`src/rtl/core/mfwm_pkg.sv`:
```
`timescale 1ns / 1ps
`default_nettype none
// ----------------------------------------------------------------------------
// mfwm_pkg
// Shared constants for the mains fault window monitor: register map,
// register widths and reset values.
// ----------------------------------------------------------------------------
package mfwm_pkg;

    localparam int CFG_INDEX_W  = 3;
    localparam int CFG_DATA_W   = 10;
    localparam int HOLD_W       = 10;
    localparam int WINDOW_W     = 4;
    localparam int THRESH_W     = 10;
    localparam int QUALIFY_W    = 2;

    localparam logic [CFG_INDEX_W-1:0] REG_ENABLE       = 3'd0;
    localparam logic [CFG_INDEX_W-1:0] REG_HOLD_TICKS   = 3'd1;
    localparam logic [CFG_INDEX_W-1:0] REG_WINDOW_TICKS = 3'd2;
    localparam logic [CFG_INDEX_W-1:0] REG_CLEAR_LOW    = 3'd3;
    localparam logic [CFG_INDEX_W-1:0] REG_CLEAR_HIGH   = 3'd4;
    localparam logic [CFG_INDEX_W-1:0] REG_TRIP_HIGH    = 3'd5;
    localparam logic [CFG_INDEX_W-1:0] REG_TRIP_LOW     = 3'd6;

    localparam logic                RST_ENABLE       = 1'b1;
    localparam logic [HOLD_W-1:0]   RST_HOLD_TICKS   = 10'd700;
    localparam logic [WINDOW_W-1:0] RST_WINDOW_TICKS = 4'd2;
    localparam logic [THRESH_W-1:0] RST_CLEAR_LOW    = 10'd200;
    localparam logic [THRESH_W-1:0] RST_CLEAR_HIGH   = 10'd400;
    localparam logic [THRESH_W-1:0] RST_TRIP_HIGH    = 10'd400;
    localparam logic [THRESH_W-1:0] RST_TRIP_LOW     = 10'd210;

    typedef enum logic
    {
        OP_TICK   = 1'b0,
        OP_SAMPLE = 1'b1
    } opcode_t;

endpackage
`default_nettype wire

```
`src/rtl/core/mfwm_if.sv`:
```
`timescale 1ns / 1ps
`default_nettype none
// ----------------------------------------------------------------------------
// mfwm_if
// Valid/ready channels of the mains fault window monitor: input items
// (ticks and ADC samples) and result items (status flags).
// ----------------------------------------------------------------------------
interface mfwm_in_if #(
    parameter int SAMPLE_BITS = 10
);
    logic                   valid;
    logic                   ready;
    mfwm_pkg::opcode_t      opcode;
    logic [SAMPLE_BITS-1:0] sample;
    logic                   load_safe;
    logic                   temp_safe;

    modport source (output valid, opcode, sample, load_safe, temp_safe, input ready);
    modport sink   (input valid, opcode, sample, load_safe, temp_safe, output ready);
endinterface

interface mfwm_out_if;
    logic valid;
    logic ready;
    logic safe;
    logic fault;
    logic sampling;
    logic fault_event;

    modport source (output valid, safe, fault, sampling, fault_event, input ready);
    modport sink   (input valid, safe, fault, sampling, fault_event, output ready);
endinterface
`default_nettype wire

```
`src/rtl/core/mains_fault_window_monitor_top.sv`:
```
`timescale 1ns / 1ps
`default_nettype none
// ----------------------------------------------------------------------------
// mains_fault_window_monitor_top
// Mains power-fault monitor: hold timer, sampling window with running peak,
// trip/clear hysteresis over two consecutive windows.
//
// Usage:
//   in_ch  : one transfer per item, opcode 0 = 10 ms tick, 1 = ADC sample.
//   out_ch : exactly one result transfer per input item, in order, holding
//            safe, fault, sampling and fault_event after that item.
//   cfg    : cfg_we/cfg_index/cfg_data write one register per cycle; write
//            only while no result is pending.
// Latency: a result is valid the cycle after its input transfer.
// Throughput: one item per cycle while results are taken; the whole state
//   update is one pass of compares and an increment between the state
//   registers and the result register.
// Stall: the result register holds while out_ch.ready is low; in_ch.ready
//   is low only while a result is held and not being taken.
// Reset: registers return to their reset values, state clears, safe is set,
//   no result pending.
// ----------------------------------------------------------------------------
module mains_fault_window_monitor_top #(
    parameter int SAMPLE_BITS = 10,
    parameter int TIMER_BITS  = 10
) (
    input  wire logic                             clk,
    input  wire logic                             rst_n,
    input  wire logic                             cfg_we,
    input  wire logic [mfwm_pkg::CFG_INDEX_W-1:0] cfg_index,
    input  wire logic [mfwm_pkg::CFG_DATA_W-1:0]  cfg_data,
    mfwm_in_if.sink                               in_ch,
    mfwm_out_if.source                            out_ch
);

    localparam int CMP_W = (TIMER_BITS + 1 > mfwm_pkg::HOLD_W) ?
                           TIMER_BITS + 1 : mfwm_pkg::HOLD_W;
    localparam int PK_W  = (SAMPLE_BITS > mfwm_pkg::THRESH_W) ?
                           SAMPLE_BITS : mfwm_pkg::THRESH_W;

    // configuration
    logic                               enable_reg;
    logic [mfwm_pkg::HOLD_W-1:0]        hold_ticks_reg;
    logic [mfwm_pkg::WINDOW_W-1:0]      window_ticks_reg;
    logic [mfwm_pkg::THRESH_W-1:0]      clear_low_reg;
    logic [mfwm_pkg::THRESH_W-1:0]      clear_high_reg;
    logic [mfwm_pkg::THRESH_W-1:0]      trip_high_reg;
    logic [mfwm_pkg::THRESH_W-1:0]      trip_low_reg;

    // monitor state
    logic [TIMER_BITS-1:0]              tick_count_reg,    tick_count_next;
    logic                               window_open_reg,   window_open_next;
    logic [SAMPLE_BITS-1:0]             peak_value_reg,    peak_value_next;
    logic [mfwm_pkg::QUALIFY_W-1:0]     qualify_count_reg, qualify_count_next;
    logic                               fault_flag_reg,    fault_flag_next;
    logic                               safe_flag_reg,     safe_flag_next;
    logic                               event_next;

    // result register
    logic                               out_valid_reg;
    logic                               out_safe_reg;
    logic                               out_fault_reg;
    logic                               out_sampling_reg;
    logic                               out_event_reg;

    logic                               in_xfer;
    logic [CMP_W-1:0]                   count_inc;
    logic [CMP_W-1:0]                   hold_ext;
    logic [CMP_W-1:0]                   window_ext;
    logic [PK_W-1:0]                    peak_ext;
    logic [PK_W-1:0]                    sample_ext;
    logic                               hit;
    logic [mfwm_pkg::QUALIFY_W-1:0]     qualify_inc;

    assign in_ch.ready = !out_valid_reg || out_ch.ready;
    assign in_xfer     = in_ch.valid && in_ch.ready;

    assign count_inc  = CMP_W'(tick_count_reg) + CMP_W'(1);
    assign hold_ext   = CMP_W'(hold_ticks_reg);
    assign window_ext = CMP_W'(window_ticks_reg);
    assign peak_ext   = PK_W'(peak_value_reg);
    assign sample_ext = PK_W'(in_ch.sample);

    assign qualify_inc = qualify_count_reg + mfwm_pkg::QUALIFY_W'(1);

    always_comb
    begin
        if (fault_flag_reg)
        begin
            hit = (peak_ext <= PK_W'(clear_high_reg)) && (peak_ext >= PK_W'(clear_low_reg));
        end
        else
        begin
            hit = (peak_ext >= PK_W'(trip_high_reg)) || (peak_ext <= PK_W'(trip_low_reg));
        end
    end

    always_comb
    begin
        tick_count_next    = tick_count_reg;
        window_open_next   = window_open_reg;
        peak_value_next    = peak_value_reg;
        qualify_count_next = qualify_count_reg;
        fault_flag_next    = fault_flag_reg;
        safe_flag_next     = safe_flag_reg;
        event_next         = 1'b0;

        if (in_ch.opcode == mfwm_pkg::OP_SAMPLE)
        begin
            if (window_open_reg && (peak_ext < sample_ext))
            begin
                peak_value_next = in_ch.sample;
            end
        end
        else if (enable_reg)
        begin
            if (!window_open_reg)
            begin
                if (count_inc >= hold_ext)
                begin
                    if (in_ch.load_safe && in_ch.temp_safe)
                    begin
                        tick_count_next  = '0;
                        window_open_next = 1'b1;
                        safe_flag_next   = 1'b0;
                    end
                    else
                    begin
                        tick_count_next = hold_ext[TIMER_BITS-1:0];
                    end
                end
                else
                begin
                    tick_count_next = count_inc[TIMER_BITS-1:0];
                end
            end
            else if (count_inc >= window_ext)
            begin
                // window closes: judge the peak
                tick_count_next  = '0;
                window_open_next = 1'b0;
                peak_value_next  = '0;
                if (hit)
                begin
                    if (qualify_inc > mfwm_pkg::QUALIFY_W'(1))
                    begin
                        qualify_count_next = '0;
                        fault_flag_next    = !fault_flag_reg;
                        event_next         = 1'b1;
                    end
                    else
                    begin
                        qualify_count_next = qualify_inc;
                    end
                end
                else
                begin
                    qualify_count_next = '0;
                end
                if (!fault_flag_next)
                begin
                    safe_flag_next = 1'b1;
                end
            end
            else
            begin
                tick_count_next = count_inc[TIMER_BITS-1:0];
            end
        end
    end

    always_ff @(posedge clk or negedge rst_n)
    begin
        if (!rst_n)
        begin
            enable_reg       <= mfwm_pkg::RST_ENABLE;
            hold_ticks_reg   <= mfwm_pkg::RST_HOLD_TICKS;
            window_ticks_reg <= mfwm_pkg::RST_WINDOW_TICKS;
            clear_low_reg    <= mfwm_pkg::RST_CLEAR_LOW;
            clear_high_reg   <= mfwm_pkg::RST_CLEAR_HIGH;
            trip_high_reg    <= mfwm_pkg::RST_TRIP_HIGH;
            trip_low_reg     <= mfwm_pkg::RST_TRIP_LOW;
        end
        else if (cfg_we)
        begin
            case (cfg_index)
                mfwm_pkg::REG_ENABLE:       enable_reg       <= cfg_data[0];
                mfwm_pkg::REG_HOLD_TICKS:   hold_ticks_reg   <= cfg_data[mfwm_pkg::HOLD_W-1:0];
                mfwm_pkg::REG_WINDOW_TICKS: window_ticks_reg <= cfg_data[mfwm_pkg::WINDOW_W-1:0];
                mfwm_pkg::REG_CLEAR_LOW:    clear_low_reg    <= cfg_data[mfwm_pkg::THRESH_W-1:0];
                mfwm_pkg::REG_CLEAR_HIGH:   clear_high_reg   <= cfg_data[mfwm_pkg::THRESH_W-1:0];
                mfwm_pkg::REG_TRIP_HIGH:    trip_high_reg    <= cfg_data[mfwm_pkg::THRESH_W-1:0];
                mfwm_pkg::REG_TRIP_LOW:     trip_low_reg     <= cfg_data[mfwm_pkg::THRESH_W-1:0];
                default:                    ;
            endcase
        end
    end

    always_ff @(posedge clk or negedge rst_n)
    begin
        if (!rst_n)
        begin
            tick_count_reg    <= '0;
            window_open_reg   <= 1'b0;
            peak_value_reg    <= '0;
            qualify_count_reg <= '0;
            fault_flag_reg    <= 1'b0;
            safe_flag_reg     <= 1'b1;
        end
        else if (in_xfer)
        begin
            tick_count_reg    <= tick_count_next;
            window_open_reg   <= window_open_next;
            peak_value_reg    <= peak_value_next;
            qualify_count_reg <= qualify_count_next;
            fault_flag_reg    <= fault_flag_next;
            safe_flag_reg     <= safe_flag_next;
        end
    end

    always_ff @(posedge clk or negedge rst_n)
    begin
        if (!rst_n)
        begin
            out_valid_reg <= 1'b0;
        end
        else if (in_ch.ready)
        begin
            out_valid_reg <= in_ch.valid;
        end
    end

    always_ff @(posedge clk)
    begin
        if (in_xfer)
        begin
            out_safe_reg     <= safe_flag_next;
            out_fault_reg    <= fault_flag_next;
            out_sampling_reg <= window_open_next;
            out_event_reg    <= event_next;
        end
    end

    assign out_ch.valid       = out_valid_reg;
    assign out_ch.safe        = out_safe_reg;
    assign out_ch.fault       = out_fault_reg;
    assign out_ch.sampling    = out_sampling_reg;
    assign out_ch.fault_event = out_event_reg;

endmodule
`default_nettype wire

```
`src/flat_wrapper.sv`:
```
// flat-port wrapper written by rule: the top's interface ports become plain ports
module mains_fault_window_monitor_top_flat 
#(
    parameter int SAMPLE_BITS = 10,
    parameter int TIMER_BITS  = 10
)
  (clk, rst_n, cfg_we, cfg_index, cfg_data, in_ch_valid, in_ch_opcode, in_ch_sample, in_ch_load_safe, in_ch_temp_safe, in_ch_ready, out_ch_valid, out_ch_safe, out_ch_fault, out_ch_sampling, out_ch_fault_event, out_ch_ready);
  mfwm_in_if #(.SAMPLE_BITS(SAMPLE_BITS)) in_ch_i ();
  mfwm_out_if out_ch_i ();
  input  wire logic clk;
  input  wire logic rst_n;
  input  wire logic cfg_we;
  input  wire logic [mfwm_pkg::CFG_INDEX_W-1:0] cfg_index;
  input  wire logic [mfwm_pkg::CFG_DATA_W-1:0] cfg_data;
  input wire logic [$bits(in_ch_i.valid)-1:0] in_ch_valid;
  input wire logic [$bits(in_ch_i.opcode)-1:0] in_ch_opcode;
  input wire logic [$bits(in_ch_i.sample)-1:0] in_ch_sample;
  input wire logic [$bits(in_ch_i.load_safe)-1:0] in_ch_load_safe;
  input wire logic [$bits(in_ch_i.temp_safe)-1:0] in_ch_temp_safe;
  output wire logic [$bits(in_ch_i.ready)-1:0] in_ch_ready;
  output wire logic [$bits(out_ch_i.valid)-1:0] out_ch_valid;
  output wire logic [$bits(out_ch_i.safe)-1:0] out_ch_safe;
  output wire logic [$bits(out_ch_i.fault)-1:0] out_ch_fault;
  output wire logic [$bits(out_ch_i.sampling)-1:0] out_ch_sampling;
  output wire logic [$bits(out_ch_i.fault_event)-1:0] out_ch_fault_event;
  input wire logic [$bits(out_ch_i.ready)-1:0] out_ch_ready;
  assign in_ch_i.valid = in_ch_valid;
  assign in_ch_i.opcode = in_ch_opcode;
  assign in_ch_i.sample = in_ch_sample;
  assign in_ch_i.load_safe = in_ch_load_safe;
  assign in_ch_i.temp_safe = in_ch_temp_safe;
  assign in_ch_ready = in_ch_i.ready;
  assign out_ch_valid = out_ch_i.valid;
  assign out_ch_safe = out_ch_i.safe;
  assign out_ch_fault = out_ch_i.fault;
  assign out_ch_sampling = out_ch_i.sampling;
  assign out_ch_fault_event = out_ch_i.fault_event;
  assign out_ch_i.ready = out_ch_ready;
  mains_fault_window_monitor_top #(.SAMPLE_BITS(SAMPLE_BITS), .TIMER_BITS(TIMER_BITS)) u_core (.clk(clk), .rst_n(rst_n), .cfg_we(cfg_we), .cfg_index(cfg_index), .cfg_data(cfg_data), .in_ch(in_ch_i), .out_ch(out_ch_i));
endmodule
```
`config.mk`:
```
export PLATFORM = sky130hd
export DESIGN_NAME = mains_fault_window_monitor_top_flat
export DESIGN_NICKNAME = d
export VERILOG_FILES = /design/src/rtl/core/mfwm_pkg.sv /design/src/rtl/core/mfwm_if.sv /design/src/rtl/core/mains_fault_window_monitor_top.sv /design/src/flat_wrapper.sv
export SDC_FILE = /design/constraint.sdc
export NUM_CORES = 1
export LEC_CHECK = 0
export ABC_AREA = 1
export BUFFER_PORTS_ARGS = -buffer_cell sky130_fd_sc_hd__buf_2
export CAP_MARGIN = 20
export CORE_MARGIN = 5
export CORE_UTILIZATION = 54
export DETAILED_ROUTE_END_ITERATION = 7
export PLACE_DENSITY = 0.76
export RECOVER_POWER = 50
export SLEW_MARGIN = 40
export SYNTH_ARGS = -nofsm -noshare
export SYNTH_HDL_FRONTEND = slang
export SYNTH_SLANG_ARGS = --single-unit
```
`constraint.sdc`:
```
create_clock -name clk -period 2.4 [get_ports clk]
set_input_delay 0.48 -clock clk [delete_from_list [all_inputs] [get_ports clk]]
set_output_delay 0.48 -clock clk [all_outputs]
set_load 0.01 [all_outputs]
```
==> key figures <==
Die
  • Die Wd: 110 microns
  • Die footprint: 12200 sq um
  • Die H: around 110 microns
  • Number of I/O pins: 37
  • Core Box Area: about 9800 sq um
  • Row cnt: 36
  • Starting density of the core: 55.4%

Worst setup path
  • Arrival time at the worst endpoint: 2.81 ns
  • Startpoint types: register
  • Crit path kind: reg2reg
  • Critical path data required time: roughly 2.7 ns
  • CP Capture Type: register
  • CP max FO: 6
  • R2R setup slack: -0.16 ns

Outcome
  • Failing checks: negative setup slack
  • Status: finished with violations

Timing
  • Final-report hold violation count: 0
  • Max Slew Vio Count: 0
  • Setup-failing EPs final: 21
  • Final period util: 107%
  • Final min period: 2.56 ns
  • PnR worst setup slack: -0.162 ns
  • Max Clk Rate: roughly 390 MHz
  • Setup TNS: -1.43 ns
  • Clock skew: around 0.020 ns
  • Worst Max-Slew Pin Slew: 1.12 ns
  • Rel. slew slack: about a quarter
  • RSZ-0062 raised after global routing: yes

Layout
  • Multi-input combinational cell area: 3100 sq um
  • Ant. Diodes: 0
  • Post-Layout Inst Area: around 6700 sq um
  • Register area: 2180 sq um
  • Share of cells above drive strength 1: 25.1%
  • Final #Nets: 854
  • Fillers: about 790
  • Final Util: between 60% and 70%
  • Area Growth Syn to Fin: 22.3%

Clocking
  • Total CTS buffers: 9
  • Cts hold-fix bufs: 0
  • Clock latency on the worst-skew pair: about 0.36 ns
  • CTS Buffer Depth: 2
  • CTS clock-pin slew for the worst setup and hold paths: 0.10 ns
  • CTS Sinks: 85
  • Clock root buffer: clkbuf_8
  • CTS tree: built
  • CTS HTree Levels: 3

Routing
  • Final WL: about 14 mm
  • Vias per cell: 5.41
  • Post-route ant nets: 0
  • Via count: 4849
  • DR pass1 iterations: 5
  • DRC violations left: 0
  • 1st-iter DRT viols: 274
  • Drt wl/cell: about 16 microns

Place
  • Hpwl dp: 9.61 mm
  • Placed Area: 5900 sq um
  • Final Wtd Congestion: 0.868
  • PortBufs: 36

Yosys
  • Yosys reg bits: 85
  • Cell area after synthesis: roughly 5400 sq um
  • Post-Syn Nets: 782
  • Synthesized instance count: ~700
  • Library cells used by synthesis: 32
  • Synthesized area per cell: 7.92 sq um
  • Yosys warning total: 0
  • Seq/Total Area, Yosys: about two fifths

Pwr
  • PwrDens: around 1100 nW/um^2
  • Max IR drop VDD: 0.463 mV
  • LEAKAGE: 0.00342 uW
  • Combinational share of power: 54.0%
  • NetSw: 3190 uW
  • Sw Ratio: 42.8%
  • Cell Int Power: 4260 uW
  • Share of power burned in registers: roughly 31%
  • Clock group share of total power: 14.9%

Global route
  • Number of global-route vias before repair: 4631
  • GRT met2 Usage: 37.3%
  • Initial antenna violation count: 0
  • M1 GR Usage: 31.3%
  • Global-route usage over all layers: 23.2%
  • Most used routing layer: met2
  • Largest net degree at the start of global routing: 45
  • Met3 GRT Util: 3.84%
  • GRT overflow: 0
  • First-pass GRT wire length: 21.8 mm

Flow run
  • # Max-Cap Violations: 0

Worst hold path
  • HP Class: in2async
==> path summary, 6_finish.rpt <==
kind,start,depth (start not counted),endpoint
max,u_core.tick_count_reg[1],18,u_core.tick_count_reg[9]
min,rst_n,1,u_core.trip_high_reg[2]
max reg2reg,u_core.tick_count_reg[1],18,u_core.tick_count_reg[9]
min reg2reg,u_core.trip_low_reg[6],2,u_core.trip_low_reg[6]
max in group asynchronous,rst_n,2,u_core.tick_count_reg[7]
min in group clk,in_ch_sample[2],3,u_core.peak_ext[2]
==> per-stage QoR <==
step / hold slack (ns) / cells / total power (uW) / worst slack (ns)
CTS: 0.104 / 889 / 6810 / -0.0639
finish: 0.259 / 897 / 7450 / -0.162
global placement: 0.467 / 861 / 5170 / -0.160
detailed placement: 0.476 / 861 / 5330 / -0.172
floorplan: 0.184 / 687 / 4350 / 0.0103
global route: 0.347 / 897 / 8020 / -0.287
==> power by group through the flow <==
stage / Clock [uW] / Sequential (uW) / Combinational [uW]
after global placement: 0 / 2250 / 2920
after global routing: 1180 / 2370 / 4470
final: 1110 / 2310 / 4020
after detailed placement: 0 / 2270 / 3060
after CTS: 1120 / 2270 / 3420
after floorplan: 0 / 2150 / 2200
==> cell usage after synthesis <==
| cell type | instances | share of area (%) |
|---|---|---|
| nand2_1 | 187 | 13 |
| inv_1 | 111 | 7.7 |
| o21ai_0 | 68 | 6.3 |
| ha_1 | 64 | 15 |
| dfrtp_1 | 59 | 27 |
| nor2_1 | 36 | 2.5 |
| a21oi_1 | 28 | 2.6 |
| dfstp_2 | 22 | 11 |
| nand3_1 | 21 | 1.9 |
| clkbuf_1 | 13 | 0.90 |
| o21ai_2 | 10 | 1.6 |
| nand2_2 | 7 | 0.80 |
| nand3b_1 | 7 | 0.97 |
| nand4_1 | 7 | 0.80 |
| o211ai_1 | 7 | 0.97 |
| xor2_1 | 5 | 0.80 |
| edfxtp_1 | 4 | 2.2 |
| nand3_2 | 4 | 0.74 |
| a31oi_1 | 3 | 0.34 |
| buf_6 | 3 | 0.62 |
| nor2_4 | 3 | 0.62 |
| o21a_1 | 3 | 0.41 |
| o21bai_1 | 3 | 0.41 |
| and2_1 | 2 | 0.23 |
| nand2_4 | 2 | 0.41 |
| nor2_2 | 2 | 0.23 |
| a211oi_1 | 1 | 0.14 |
| a21boi_0 | 1 | 0.14 |
| inv_2 | 1 | 0.069 |
| nor3_1 | 1 | 0.092 |
| nor3b_1 | 1 | 0.14 |
| o21ai_1 | 1 | 0.092 |
==> cells in the final DEF, fill, tap and decap left out, types with 11 or more instances in the layout <==
cell type    n
a21oi_1     25
buf_2       35
buf_4       26
dfrtp_1     56
dfstp_2     22
ha_1        57
inv_1      105
nand2_1    170
nand2_2     16
nand3_1     15
nor2_1      33
o21ai_0     67
o21ai_2     11
==> kinds of logic (layout without fill, tap and decap cells) <==
| family | Yosys count | in the layout | synth area share [%] |
|---|---|---|---|
| DFF | 85 | 85 | 40.0 |
| adders and majority gates | 64 | 64 | 14.7 |
| and+or+nand+nor | 280 | 281 | 22.3 |
| AOI/OAI and AO/OA | 125 | 125 | 12.9 |
| buffers and inverters | 128 | 204 | 9.24 |
| xor gates and xnor gates | 5 | 5 | 0.805 |
==> critical path, stage by stage, from the launching register on <==
cell,delay [ns]
dfrtp_2,0.43
ha_4,0.20
nand3_4,0.10
xor2_2,0.21
inv_1,0.12
ha_4,0.24
nand2_1,0.06
inv_1,0.03
nand2_1,0.05
nand2_1,0.05
nand2_1,0.05
nand3_1,0.06
nand2_1,0.08
nand2_2,0.06
nand2_4,0.13
nand2_8,0.08
buf_6,0.13
o211ai_1,0.26
nand2_1,0.11
==> area by class of cell <==
class | count | area share (%)
multi-input cells | 475 | 46.6
flip-flops and latches | 85 | 32.7
repair buffers | 76 | 8.63
inverters | 112 | 6.39
well taps | 133 | 2.50
clock buffers | 12 | 2.03
clock inverters | 4 | 1.11
==> layer usage <==
| metal | routed length, microns | part of all wire, % | vias up |
|---|---|---|---|
| met5 | 0 | 0 | - |
| met2 | 6850 | 48 | 156 |
| met4 | 436 | 3.1 | 0 |
| met1 | 6180 | 43 | 2298 |
| met3 | 815 | 5.7 | 42 |
| li1 | - | - | 2353 |
==> what timing repair did <==
item                       4_1_cts  5_1_grt
cloned                           2        1
gates resized for setup         27       54
setup endpoints to repair       28       29
pin swaps                        5       32
setup buffers                   10        9
Power figures use the tool's default switching activity.
